`src/design/utf8v_pkg.sv`:
```
// Shared types and constants of the UTF-8 string validator.
package utf8v_pkg;

    localparam int unsigned COUNT_W  = 21;
    localparam int unsigned CFG_W    = 21;
    localparam int unsigned RNG_W    = 3;
    localparam int unsigned PEND_W   = 2;
    localparam int unsigned NUM_RNG  = 5;
    localparam int unsigned Q_DEPTH  = 2;
    localparam int unsigned Q_AW     = $clog2(Q_DEPTH);
    localparam int unsigned Q_CW     = $clog2(Q_DEPTH + 1);
    localparam int unsigned LIMIT_W  = 25;

    localparam logic [COUNT_W-1:0] COUNT_TOP        = {COUNT_W{1'b1}};
    localparam logic [LIMIT_W-1:0] MAX_STRING_LIMIT = 25'd1048576;
    localparam logic [COUNT_W-1:0] MAX_BYTES_RST    = 21'd1048576;
    localparam logic               REJECT_NUL_RST   = 1'b1;

    localparam logic CFG_IDX_MAX_BYTES  = 1'b0;
    localparam logic CFG_IDX_REJECT_NUL = 1'b1;

    localparam logic [RNG_W-1:0] RNG_80_BF = 3'd0;
    localparam logic [RNG_W-1:0] RNG_A0_BF = 3'd1;
    localparam logic [RNG_W-1:0] RNG_80_9F = 3'd2;
    localparam logic [RNG_W-1:0] RNG_90_BF = 3'd3;
    localparam logic [RNG_W-1:0] RNG_80_8F = 3'd4;

    localparam logic [7:0] B_ASCII_MAX = 8'h7f;
    localparam logic [7:0] B_L2_MIN    = 8'hc2;
    localparam logic [7:0] B_L2_MAX    = 8'hdf;
    localparam logic [7:0] B_L3_MIN    = 8'he0;
    localparam logic [7:0] B_L3_MAX    = 8'hef;
    localparam logic [7:0] B_L3_SURR   = 8'hed;
    localparam logic [7:0] B_L4_MIN    = 8'hf0;
    localparam logic [7:0] B_L4_MAX    = 8'hf4;
    localparam logic [7:0] B_CONT_MIN  = 8'h80;
    localparam logic [7:0] B_CONT_MAX  = 8'hbf;
    localparam logic [7:0] B_A0        = 8'ha0;
    localparam logic [7:0] B_9F        = 8'h9f;
    localparam logic [7:0] B_90        = 8'h90;
    localparam logic [7:0] B_8F        = 8'h8f;

    typedef struct packed {
        logic                has_byte;
        logic                last;
        logic                is_zero;
        logic                bad_lead;
        logic [PEND_W-1:0]   pend;
        logic [RNG_W-1:0]    rng;
        logic [NUM_RNG-1:0]  rng_ok;
    } t_cls;

endpackage

```
`src/design/utf8_string_validator_top.sv`:
```
// Top level of the strict UTF-8 string validator.
// Takes one byte per cycle on the slave stream while tready is high and gives
// one verdict per string on the master stream. The verdict register loads at
// the clock edge where the item marked tlast leaves the two-entry queue
// between the byte classifier and the sequence checker. With the queue empty,
// that item goes through a queue entry into the verdict register, and tvalid
// rises. Sustained rate is one item per clock while no verdict waits unread.
// A verdict waiting in the output register holds the next tlast item at the
// head of the queue. Items behind it fill the queue, and then tready drops
// until the verdict is taken. Configuration writes take effect at once.
module utf8_string_validator_top (
    input  logic                        i_clk,
    input  logic                        i_rst_n,
    input  logic                        i_cfg_wr_en,
    input  logic                        i_cfg_addr,
    input  logic [utf8v_pkg::CFG_W-1:0] i_cfg_wdata,
    input  logic                        i_s_axis_tvalid,
    output logic                        o_s_axis_tready,
    input  logic [7:0]                  i_s_axis_tdata,   // [7:0] byte_value
    input  logic                        i_s_axis_tuser,   // [0] has_byte
    input  logic                        i_s_axis_tlast,   // last_byte
    output logic                        o_m_axis_tvalid,
    input  logic                        i_m_axis_tready,
    output logic [7:0]                  o_m_axis_tdata    // [0] valid_res, [7:1] zero
);

    utf8v_pkg::t_cls cls;
    utf8v_pkg::t_cls q_data;
    logic            q_full;
    logic            q_valid;
    logic            q_pop;
    logic            push;
    logic            res;

    assign o_s_axis_tready = !q_full;
    assign push            = i_s_axis_tvalid && !q_full;
    assign o_m_axis_tdata  = {7'b0, res};

    utf8v_front u_front (
        .i_byte     (i_s_axis_tdata),
        .i_has_byte (i_s_axis_tuser),
        .i_last     (i_s_axis_tlast),
        .o_cls      (cls)
    );

    utf8v_queue u_queue (
        .i_clk   (i_clk),
        .i_rst_n (i_rst_n),
        .i_push  (push),
        .i_data  (cls),
        .o_full  (q_full),
        .i_pop   (q_pop),
        .o_valid (q_valid),
        .o_data  (q_data)
    );

    utf8v_back u_back (
        .i_clk       (i_clk),
        .i_rst_n     (i_rst_n),
        .i_cfg_wr_en (i_cfg_wr_en),
        .i_cfg_addr  (i_cfg_addr),
        .i_cfg_wdata (i_cfg_wdata),
        .i_q_valid   (q_valid),
        .i_q_data    (q_data),
        .o_q_pop     (q_pop),
        .o_res_valid (o_m_axis_tvalid),
        .o_res       (res),
        .i_res_ready (i_m_axis_tready)
    );

endmodule

```
`src/design/utf8v_front.sv`:
```
// Front end: classifies each incoming byte for the sequence checker.
module utf8v_front (
    input  logic [7:0]     i_byte,
    input  logic           i_has_byte,
    input  logic           i_last,
    output utf8v_pkg::t_cls o_cls
);

    logic is_cont;

    always_comb begin
        is_cont = (i_byte >= utf8v_pkg::B_CONT_MIN) && (i_byte <= utf8v_pkg::B_CONT_MAX);

        o_cls.has_byte = i_has_byte;
        o_cls.last     = i_last;
        o_cls.is_zero  = (i_byte == 8'h00);
        o_cls.bad_lead = 1'b0;
        o_cls.pend     = '0;
        o_cls.rng      = utf8v_pkg::RNG_80_BF;

        o_cls.rng_ok[utf8v_pkg::RNG_80_BF] = is_cont;
        o_cls.rng_ok[utf8v_pkg::RNG_A0_BF] = is_cont && (i_byte >= utf8v_pkg::B_A0);
        o_cls.rng_ok[utf8v_pkg::RNG_80_9F] = is_cont && (i_byte <= utf8v_pkg::B_9F);
        o_cls.rng_ok[utf8v_pkg::RNG_90_BF] = is_cont && (i_byte >= utf8v_pkg::B_90);
        o_cls.rng_ok[utf8v_pkg::RNG_80_8F] = is_cont && (i_byte <= utf8v_pkg::B_8F);

        if (i_byte <= utf8v_pkg::B_ASCII_MAX) begin
            o_cls.pend = 2'd0;
        end else if (i_byte >= utf8v_pkg::B_L2_MIN && i_byte <= utf8v_pkg::B_L2_MAX) begin
            o_cls.pend = 2'd1;
        end else if (i_byte >= utf8v_pkg::B_L3_MIN && i_byte <= utf8v_pkg::B_L3_MAX) begin
            o_cls.pend = 2'd2;
            if (i_byte == utf8v_pkg::B_L3_MIN) begin
                o_cls.rng = utf8v_pkg::RNG_A0_BF;
            end else if (i_byte == utf8v_pkg::B_L3_SURR) begin
                o_cls.rng = utf8v_pkg::RNG_80_9F;
            end
        end else if (i_byte >= utf8v_pkg::B_L4_MIN && i_byte <= utf8v_pkg::B_L4_MAX) begin
            o_cls.pend = 2'd3;
            if (i_byte == utf8v_pkg::B_L4_MIN) begin
                o_cls.rng = utf8v_pkg::RNG_90_BF;
            end else if (i_byte == utf8v_pkg::B_L4_MAX) begin
                o_cls.rng = utf8v_pkg::RNG_80_8F;
            end
        end else begin
            o_cls.bad_lead = 1'b1;
        end
    end

endmodule

```
`src/design/utf8v_queue.sv`:
```
// Two-entry queue of classified items between front end and checker.
module utf8v_queue (
    input  logic            i_clk,
    input  logic            i_rst_n,
    input  logic            i_push,
    input  utf8v_pkg::t_cls i_data,
    output logic            o_full,
    input  logic            i_pop,
    output logic            o_valid,
    output utf8v_pkg::t_cls o_data
);

    utf8v_pkg::t_cls r_mem [utf8v_pkg::Q_DEPTH];
    logic [utf8v_pkg::Q_AW-1:0] r_wr_ptr, n_wr_ptr;
    logic [utf8v_pkg::Q_AW-1:0] r_rd_ptr, n_rd_ptr;
    logic [utf8v_pkg::Q_CW-1:0] r_count, n_count;

    assign o_full  = (r_count == utf8v_pkg::Q_CW'(utf8v_pkg::Q_DEPTH));
    assign o_valid = (r_count != '0);
    assign o_data  = r_mem[r_rd_ptr];

    always_comb begin
        n_wr_ptr = r_wr_ptr;
        n_rd_ptr = r_rd_ptr;
        n_count  = r_count;
        if (i_push) begin
            n_wr_ptr = (r_wr_ptr == utf8v_pkg::Q_AW'(utf8v_pkg::Q_DEPTH - 1)) ? '0
                                                                               : r_wr_ptr + 1'b1;
        end
        if (i_pop) begin
            n_rd_ptr = (r_rd_ptr == utf8v_pkg::Q_AW'(utf8v_pkg::Q_DEPTH - 1)) ? '0
                                                                               : r_rd_ptr + 1'b1;
        end
        if (i_push && !i_pop) begin
            n_count = r_count + 1'b1;
        end else if (!i_push && i_pop) begin
            n_count = r_count - 1'b1;
        end
    end

    always_ff @(posedge i_clk) begin
        if (!i_rst_n) begin
            r_wr_ptr <= '0;
            r_rd_ptr <= '0;
            r_count  <= '0;
        end else begin
            r_wr_ptr <= n_wr_ptr;
            r_rd_ptr <= n_rd_ptr;
            r_count  <= n_count;
        end
    end

    always_ff @(posedge i_clk) begin
        if (i_push) begin
            r_mem[r_wr_ptr] <= i_data;
        end
    end

endmodule

```
`src/design/utf8v_back.sv`:
```
// Back end: sequence state, byte count, configuration and verdict register.
module utf8v_back (
    input  logic                               i_clk,
    input  logic                               i_rst_n,
    input  logic                               i_cfg_wr_en,
    input  logic                               i_cfg_addr,
    input  logic [utf8v_pkg::CFG_W-1:0]        i_cfg_wdata,
    input  logic                               i_q_valid,
    input  utf8v_pkg::t_cls                    i_q_data,
    output logic                               o_q_pop,
    output logic                               o_res_valid,
    output logic                               o_res,
    input  logic                               i_res_ready
);

    logic [utf8v_pkg::COUNT_W-1:0] r_max_bytes;
    logic                          r_reject_nul;

    logic [utf8v_pkg::PEND_W-1:0]  r_pend, n_pend;
    logic [utf8v_pkg::RNG_W-1:0]   r_rng, n_rng;
    logic                          r_fail, n_fail;
    logic [utf8v_pkg::COUNT_W-1:0] r_count, n_count;
    logic                          r_res_valid, n_res_valid;
    logic                          r_res, n_res;
    logic                          rng_ok;
    logic                          ok;

    assign o_q_pop     = i_q_valid && (!i_q_data.last || !r_res_valid || i_res_ready);
    assign o_res_valid = r_res_valid;
    assign o_res       = r_res;

    always_comb begin
        unique case (r_rng)
            utf8v_pkg::RNG_80_BF: rng_ok = i_q_data.rng_ok[utf8v_pkg::RNG_80_BF];
            utf8v_pkg::RNG_A0_BF: rng_ok = i_q_data.rng_ok[utf8v_pkg::RNG_A0_BF];
            utf8v_pkg::RNG_80_9F: rng_ok = i_q_data.rng_ok[utf8v_pkg::RNG_80_9F];
            utf8v_pkg::RNG_90_BF: rng_ok = i_q_data.rng_ok[utf8v_pkg::RNG_90_BF];
            utf8v_pkg::RNG_80_8F: rng_ok = i_q_data.rng_ok[utf8v_pkg::RNG_80_8F];
            default:              rng_ok = 1'b0;
        endcase
    end

    always_comb begin
        n_pend      = r_pend;
        n_rng       = r_rng;
        n_fail      = r_fail;
        n_count     = r_count;
        n_res_valid = r_res_valid && !i_res_ready;
        n_res       = r_res;
        ok          = 1'b0;

        if (o_q_pop) begin
            if (i_q_data.has_byte) begin
                if (r_count != utf8v_pkg::COUNT_TOP) begin
                    n_count = r_count + 1'b1;
                end
                if (r_reject_nul && i_q_data.is_zero) begin
                    n_fail = 1'b1;
                end
                if (n_fail) begin
                    n_pend = '0;
                    n_rng  = utf8v_pkg::RNG_80_BF;
                end else if (r_pend != '0) begin
                    n_fail = !rng_ok;
                    n_pend = r_pend - 1'b1;
                    n_rng  = utf8v_pkg::RNG_80_BF;
                end else if (i_q_data.bad_lead) begin
                    n_fail = 1'b1;
                end else begin
                    n_pend = i_q_data.pend;
                    n_rng  = i_q_data.rng;
                end
            end

            if (i_q_data.last) begin
                ok = !n_fail && (n_pend == '0) && (n_count != utf8v_pkg::COUNT_TOP) &&
                     (n_count <= r_max_bytes) &&
                     ({{(utf8v_pkg::LIMIT_W - utf8v_pkg::COUNT_W){1'b0}}, n_count}
                        <= utf8v_pkg::MAX_STRING_LIMIT);
                n_res_valid = 1'b1;
                n_res       = ok;
                n_pend      = '0;
                n_rng       = utf8v_pkg::RNG_80_BF;
                n_fail      = 1'b0;
                n_count     = '0;
            end
        end
    end

    always_ff @(posedge i_clk) begin
        if (!i_rst_n) begin
            r_max_bytes  <= utf8v_pkg::MAX_BYTES_RST;
            r_reject_nul <= utf8v_pkg::REJECT_NUL_RST;
            r_pend       <= '0;
            r_rng        <= utf8v_pkg::RNG_80_BF;
            r_fail       <= 1'b0;
            r_count      <= '0;
            r_res_valid  <= 1'b0;
        end else begin
            if (i_cfg_wr_en) begin
                unique case (i_cfg_addr)
                    utf8v_pkg::CFG_IDX_MAX_BYTES:  r_max_bytes  <= i_cfg_wdata;
                    utf8v_pkg::CFG_IDX_REJECT_NUL: r_reject_nul <= i_cfg_wdata[0];
                    default:                       r_reject_nul <= r_reject_nul;
                endcase
            end
            r_pend      <= n_pend;
            r_rng       <= n_rng;
            r_fail      <= n_fail;
            r_count     <= n_count;
            r_res_valid <= n_res_valid;
        end
    end

    always_ff @(posedge i_clk) begin
        r_res <= n_res;
    end

endmodule

```
`config.mk`:
```
export PLATFORM = sky130hd
export DESIGN_NAME = utf8_string_validator_top
export DESIGN_NICKNAME = d
export VERILOG_FILES = /design/src/design/utf8v_pkg.sv /design/src/design/utf8_string_validator_top.sv /design/src/design/utf8v_front.sv /design/src/design/utf8v_queue.sv /design/src/design/utf8v_back.sv
export SDC_FILE = /design/constraint.sdc
export NUM_CORES = 1
export LEC_CHECK = 0
export ABC_AREA = 1
export BUFFER_PORTS_ARGS = -buffer_cell sky130_fd_sc_hd__buf_2
export CORE_MARGIN = 3
export CORE_UTILIZATION = 28
export CTS_BUF_LIST = sky130_fd_sc_hd__clkbuf_16
export DETAILED_ROUTE_END_ITERATION = 16
export GPL_ROUTABILITY_DRIVEN = 0
export PLACE_DENSITY = 0.53
export SETUP_SLACK_MARGIN = 0.15
export SYNTH_ARGS = -nofsm -noshare
export SYNTH_HDL_FRONTEND = slang
export SYNTH_HIERARCHICAL = 1
export SYNTH_SLANG_ARGS = --single-unit
```
`constraint.sdc`:
```
create_clock -name i_clk -period 3.35 [get_ports i_clk]
set_input_delay 0.1675 -clock i_clk [delete_from_list [all_inputs] [get_ports i_clk]]
set_output_delay 0.1675 -clock i_clk [all_outputs]
set_load 0.05 [all_outputs]
```
==> After elaboration in Yosys (flattened, before gate mapping) <==
Memories as Yosys holds them, arrays and structs flattened. A register that Yosys moved wholly into a read port is not among the register bits.
Cells that the tools add are included.
{ "totals": {"reg_bits": 55, "latchBits": 0, "ramBits": 28, "rom_bits": 0, "in_bits": 37, "out_inout_bits": 10, "elab_cells": 134, "mem_count": 1} }
{ "op_classes": {"add_sub_neg": 6, "n_mul": 0, "div_mod_pow": 0, "order_cmp": 15, "n_eq_ne": 12, "n_shift": 0, "mux": 49, "n_bitwise": 1, "reduce_logical": 39} }
{ "mem_list": {"columns": ["memory", "words", "width", "rd", "rd_ports_with_merged_regs", "write_ports", "line", "source"], "rows": [
  ["u_queue.r_mem", 2, 14, 1, 1, 1, "utf8v_queue.sv:13", "utf8v_pkg::t_cls r_mem [utf8v_pkg::Q_DEPTH];"]
]} }
{ "ops": {"columns": ["op", "count"], "rows": [
  ["$mux W21", 4],
  ["$ge A8 B8 Y1 const B", 6],
  ["$le A8 B8 Y1 const B", 6],
  ["$ne A21 B21 Y1 const B", 2],
  ["$eq A8 B8 Y1 const B", 4],
  ["$mux W3", 10],
  ["$mux W2", 11],
  ["$add A21 B1 Y21 const B", 1],
  ["$le A21 B21 Y1", 1],
  ["$le A21 B21 Y1 const B", 1],
  ["$mux W1", 21],
  ["$logic_and A1 B1 Y1", 18],
  ["$mux W5", 2],
  ["$le A8 B7 Y1 const B", 1],
  ["$logic_not A1 Y1", 8],
  ["$logic_not A8 Y1", 1],
  ["$reduce_bool A2 Y1", 4],
  ["$eq A3 B2 Y1 const B", 2],
  ["$reduce_and A2 Y1", 3],
  ["$pmux W1 S5", 1],
  ["$ne A4 B1 Y1 const B", 1],
  ["$sub A2 B1 Y2 const B", 2],
  ["$eq A3 B1 Y1 const B", 1],
  ["$eq A3 B3 Y1 const B", 1],
  ["8 further kinds", 10]
]} }

==> Depth between registers and ports, before layout <==
{ "depth": {"word_depth": 13, "depth_mapped": 20, "mapped_depth_nobuf": 20} }

==> Modules after synthesis <==
The synthesis kept the hierarchy.
{ "modules_own_cells": {"columns": ["module", "n_inst", "cells_per_inst", "area_per_inst_um2", "seq_area_each_um2"], "rows": [
  ["utf8v_back", 1, 571, 3548.4, 1031.0],
  ["utf8v_queue", 1, 78, 1237.4, 940.9],
  ["utf8v_front", 1, 43, 203.9, 0.0],
  ["utf8_string_validator_top", 1, 12, 77.6, 0.0]
]} }

==> Worst setup path after synthesis <==
OpenSTA, ideal clock, no wires.
{ "synth_timing": {"path_kind": "reg2reg", "start": "register (tool-made name)", "end": "register u_back.r_res, in the netlist u_back/o_res (data pin)", "setup_time_ns": 0.138, "arrival_ns": 2.544, "t_required_ns": 3.212, "setup_slack_ns": 0.668, "stages_incl_launch_ff": 17, "n_path_buf": 2, "synth_period_minus_slack_ns": 2.682, "path_cell_list": "dfxtp_1 -> mux2_2 -> clkbuf_1 -> buf_2 -> or2_2 -> nand2_1 -> inv_1 -> ha_1 -> a21oi_1 -> o21ai_0 -> a21oi_1 -> nor2_1 -> o211ai_1 -> nand3_1 -> nand2_1 -> nand3_1 -> nor2_1"} }
{ "synth_lines": {"columns": ["item", "line", "source"], "rows": [
  ["to (signal assigned)", "utf8v_back.sv:116", "r_res <= n_res;"],
  ["to (decl)", "utf8v_back.sv:24", "logic r_res, n_res;"]
]} }

==> Worst setup path in the final report <==
{ "layout_timing": {"start": "register u_back/r_count[1] (netlist name)", "end": "register u_back.r_res, in the netlist u_back/o_res (data pin)"} }
{ "layout_between": {"elab_chain_len": 8, "word_cells_on_any_way": 11, "cone_classes": "add/sub: 1; order compare: 2; eq/ne: 2; mux: 3; reduce/logical: 3"} }
{ "layout_rtl": {"columns": ["item", "line", "source"], "rows": [
  ["from (decl)", "utf8v_back.sv:22", "logic [utf8v_pkg::COUNT_W-1:0] r_count, n_count;"],
  ["from (signal assigned)", "utf8v_back.sv:110", "r_count <= n_count;"],
  ["$add A21 B1 Y21 or $ne A21 B21 Y1 (tied branches)", "utf8v_back.sv:55, utf8v_back.sv:54", null],
  ["$mux W21", "utf8v_back.sv:54", "if (r_count != utf8v_pkg::COUNT_TOP) begin"],
  ["$mux W21 (*)", "utf8v_back.sv:53", "if (i_q_data.has_byte) begin"],
  ["$mux W21 (*)", "utf8v_back.sv:52", "if (o_q_pop) begin"],
  ["parallel branches: the longest is 3 deep, another holds $le A21 B21 Y1", null, null],
  ["$logic_and A1 B1 Y1 (*)", "utf8v_back.sv:77", "(n_count <= r_max_bytes) &&"]
]} }
Every way passes the cells marked *. The select of a mux whose other input is x is not followed.
A chain may end at the register's enable or synchronous reset.

==> impl_metrics.sql <==
INSERT INTO impl_metrics (metric_group, metric, value, unit) VALUES
('routing', 'wl_per_cell', '12.9', 'microns'),
('critical_path', 'crit_path_cell_trace', 'ha_2 > nand2_1 > nor2_2 > nand2_1 > inv_1 > nand3_2 > nand2_1 > nand2_1 > nand2_1 > inv_1 > ha_1 > nand4_1 > nor3_1 > buf_4 > o211ai_1 > nand3_1 > nand2_1 > nand3_1 > nor2_1', ''),
('logic_synthesis', 'yosys_cell_types', '36', ''),
('logic_synthesis', 'yosysWarnings', '6', ''),
('global_routing', 'pin_count_of_the_biggest_net_entering_global_routing', '40', ''),
('timing', 'period_share', '86.2', '%'),
('critical_path', 'max_stage_delay', '0.40', 'ns'),
('critical_path', 'slowest_stage_cell_on_the_critical_path', 'dfxtp_1', ''),
('die', 'die_width', '141', 'microns'),
('routing', 'route.antenna.remaining_nets', '0', ''),
('clock_network', 'clk_pin_slew_worst_paths', '0.07', 'ns'),
('die', 'floorplan.core_area', '17500', 'sq um'),
('status', 'status', 'finished clean', ''),
('critical_path', 'critical_path_cell_count', '19', ''),
('die', 'die_height', '141', 'microns'),
('timing', 'layout_min_cycle_time', '2.89', 'ns'),
('timing', 'measured_slew_at_the_worst_slew_check_pin', '1.02', 'ns'),
('critical_path', 'worstSetupStartpointType', 'register', ''),
('critical_path', 'crit_end', 'u_back/o_res', ''),
('timing', 'setup_repair_after_global_routing_missed_its_margin', 'no', ''),
('hold_path', 'holdCritStartpoint', 'i_s_axis_tuser', ''),
('critical_path', 'worst_r2r_startpoint', 'u_back/r_count[1]', ''),
('critical_path', 'rr_endpoint', 'u_back/o_res', ''),
('clock_network', 'tritoncts', 'built', ''),
('layout', 'stdcell_area', '5820', 'sq um'),
('clock_network', 'cts.root.buffer_cell', 'clkbuf_16', ''),
('critical_path', 'timing.critical_path.required', '3.45', 'ns'),
('logic_synthesis', 'synthCells', '704', ''),
('routing', 'detailedRoute.firstIterationViolations', '239', ''),
('pwr', 'power.leakage', '2.57', 'nW'),
('routing', 'routed-via-count', '4421', ''),
('place', 'io_buffer_count', '39', ''),
('critical_path', 'path_delay_family', 'simple AND/OR/NAND/NOR gates', ''),
('clock_network', 'postCtsSetupRepairBufs', '0', ''),
('global_routing', 'grt_antenna_before_repair', '0', ''),
('logic_synthesis', 'async_flop_share', '0', '%'),
('logic_synthesis', 'number_of_enable_flip_flop_cells_after_synthesis', '29', ''),
('hold_path', 'hold_path.class', 'in2reg', ''),
('layout', 'flow.area_growth_from_synthesis', '14.8', '%'),
('logic_synthesis', 'yosys-top-cells-area', 'dfxtp_1, edfxtp_1, nand2_1', ''),
('layout', 'final_core_utilization', '33.3', '%'),
('routing', 'drt_wl_total', '12.5', 'mm'),
('critical_path', 'critPathArrivalTime', '2.99', 'ns'),
('global_routing', 'globalRouteTotalUtil', '12.9', '%'),
('logic_synthesis', 'syn-mean-instance-area', '7.20', 'sq um'),
('global_routing', 'grt_pass1_vias', '4234', ''),
('timing', 'report.final.setup_viol', '0', ''),
('pwr', 'power', '0.00392', 'W'),
('pwr', 'ir_worst_vdd', '0.278', 'mV'),
('logic_synthesis', 'yosys_reg_bits', '84', ''),
('clock_network', 'worstSkewPairLatency', '0.34', 'ns'),
('global_routing', 'first_pass_grt_wire_length', '20.6', 'mm'),
('critical_path', 'crit_top_cell', 'nand2_1', ''),
('clock_network', 'numCtsBuffers', '9', ''),
('routing', 'vias_per_cell', '4.55', ''),
('clock_network', 'max-clock-path-buffers', '2', ''),
('clock_network', 'clock_sinks', '84', ''),
('timing', 'fin_hold_ws', '0.0236', 'ns'),
('critical_path', 'critPathBufInv', '3', ''),
('die', 'die_outline_area', '19700', 'sq um'),
('timing', 'setup_skew', '0.00986', 'ns'),
('routing', 'post-route-drc-count', '0', ''),
('run', 'drv.max_cap_violation_count', '0', ''),
('layout', 'layout.nets', '802', ''),
('timing', 'final-hold-violation-count', '0', ''),
('logic_synthesis', 'synth_top_flop_cell', 'dfxtp_1', ''),
('critical_path', 'crit_path_max_fanout', '5', ''),
('place', 'detailedPlacementHpwl', '9.59', 'mm'),
('logic_synthesis', 'synth_seq_area_share', '38.9', '%'),
('die', 'initial_core_util', '29.0', '%'),
('layout', 'final_layout_size_suffix_gt1_share', '15.1', '%');
[sequential cells by signal, summed over array words and instances (netlist names), named ones only]
signal               cells
u_back/o_res             1
u_back/o_res_valid       1
u_back/r_count          21
u_back/r_fail            1
u_back/r_max_bytes      21
u_back/r_pend            2
u_back/r_reject_nul      1
u_back/r_rng             3
u_queue/r_count          2
u_queue/r_mem           28
u_queue/r_rd_ptr         1
u_queue/r_wr_ptr         1
[synth_stat cells (2+ instances only)]
cell / count
inv_2: 4
nor2_2: 5
nor2_4: 3
o211ai_1: 2
clkbuf_1: 14
nor3_1: 7
buf_2: 2
dfxtp_1: 55
nand2_1: 172
edfxtp_1: 29
nand2_2: 12
buf_6: 2
mux2_2: 14
nor2_1: 73
ha_1: 23
nand3_1: 46
or2_2: 2
nand3_2: 3
inv_1: 102
a21oi_1: 59
o21ai_0: 33
o221ai_1: 2
buf_4: 12
xor2_1: 4
nor3_4: 2
nand4_1: 12
[routing by layer]
layer,global-route usage (%),part of all wire (%),wire length (microns),vias to the layer above
li1,-,-,-,2323
met1,16.2,46,5750,2007
met2,22.2,48,6040,75
met3,2.56,3.6,452,16
met4,4.39,2.1,265,0
met5,0,0,0,-
[per-stage QoR]
stage               instances  setup slack [ns]
floorplan                 710             0.668
global placement          955             0.415
detailed placement        955             0.391
CTS                       972             0.373
global route              972             0.152
finish                    972             0.462
[cells by family (layout without fill, tap and decap cells)]
kind of cell | after synthesis | after routing | share of synthesized area, %
other cells | 1 | 7 | 0.0740
buf+inv | 136 | 173 | 11.3
mux | 14 | 14 | 3.11
simple gates | 341 | 341 | 29.7
compound gates | 100 | 100 | 10.3
fa+ha+maj | 23 | 23 | 5.68
xor+xnor | 5 | 5 | 0.864
flops | 84 | 84 | 38.9
[worst min-delay path by stage]
stage | endpoint | slack, ns | cells after the start
floorplan | u_queue/r_wr_ptr | 0.29 | 2
global placement | u_queue/r_mem[1][12] | 0.36 | 1
detailed placement | u_queue/r_mem[1][12] | 0.36 | 1
CTS | u_queue/r_mem[1][13] | 0.006 | 1
global route | u_queue/r_mem[1][13] | 0.003 | 1
finish | u_queue/r_mem[1][13] | 0.02 | 1
[power breakdown]
group          internal, W  switching (W)
Combinational     0.000531        0.00100
Sequential         0.00123       0.000103
Clock             0.000650       0.000409
Total              0.00241        0.00152
[cell type report]
cell class	instances	area [sq um]
clock buffers	9	225
clock inverters	7	90.1
fillers	1869	11700
inverters	106	398
multi-input cells	490	2560
flip-flops and latches	84	1970
well taps	225	282
repair buffers	51	288
[cell usage in the layout (no fill, tap or decap), drive strengths merged]
master,Yosys,final
dlygate4sd3,0,1
nand3b,1,1
clkinv,0,3
nor3,10,10
mux2,14,14
a21oi,59,59
inv,106,108
nor4,1,1
ha,23,23
xor2,4,4
buf,16,50
nand3,49,49
bufinv,0,2
dfxtp,55,55
clkbuf,14,9
or2,2,2
conb,1,7
a2111oi,1,1
a2bb2oi,1,1
xnor2,1,1
o221ai,2,2
o21bai,1,1
o22ai,1,1
nand4,12,12
o21ai,33,33
and3,1,1
nand2,184,184
nor2,81,81
edfxtp,29,29
o211ai,2,2
[what timing repair did]
action | 4_1_cts | 5_1_grt
hold endpoints to repair | 2 | 0
gates resized for setup | 0 | 4
hold buffers | 1 | 0
setup endpoints to repair | 0 | 1
No activity file was read; power rests on OpenSTA's default activity.
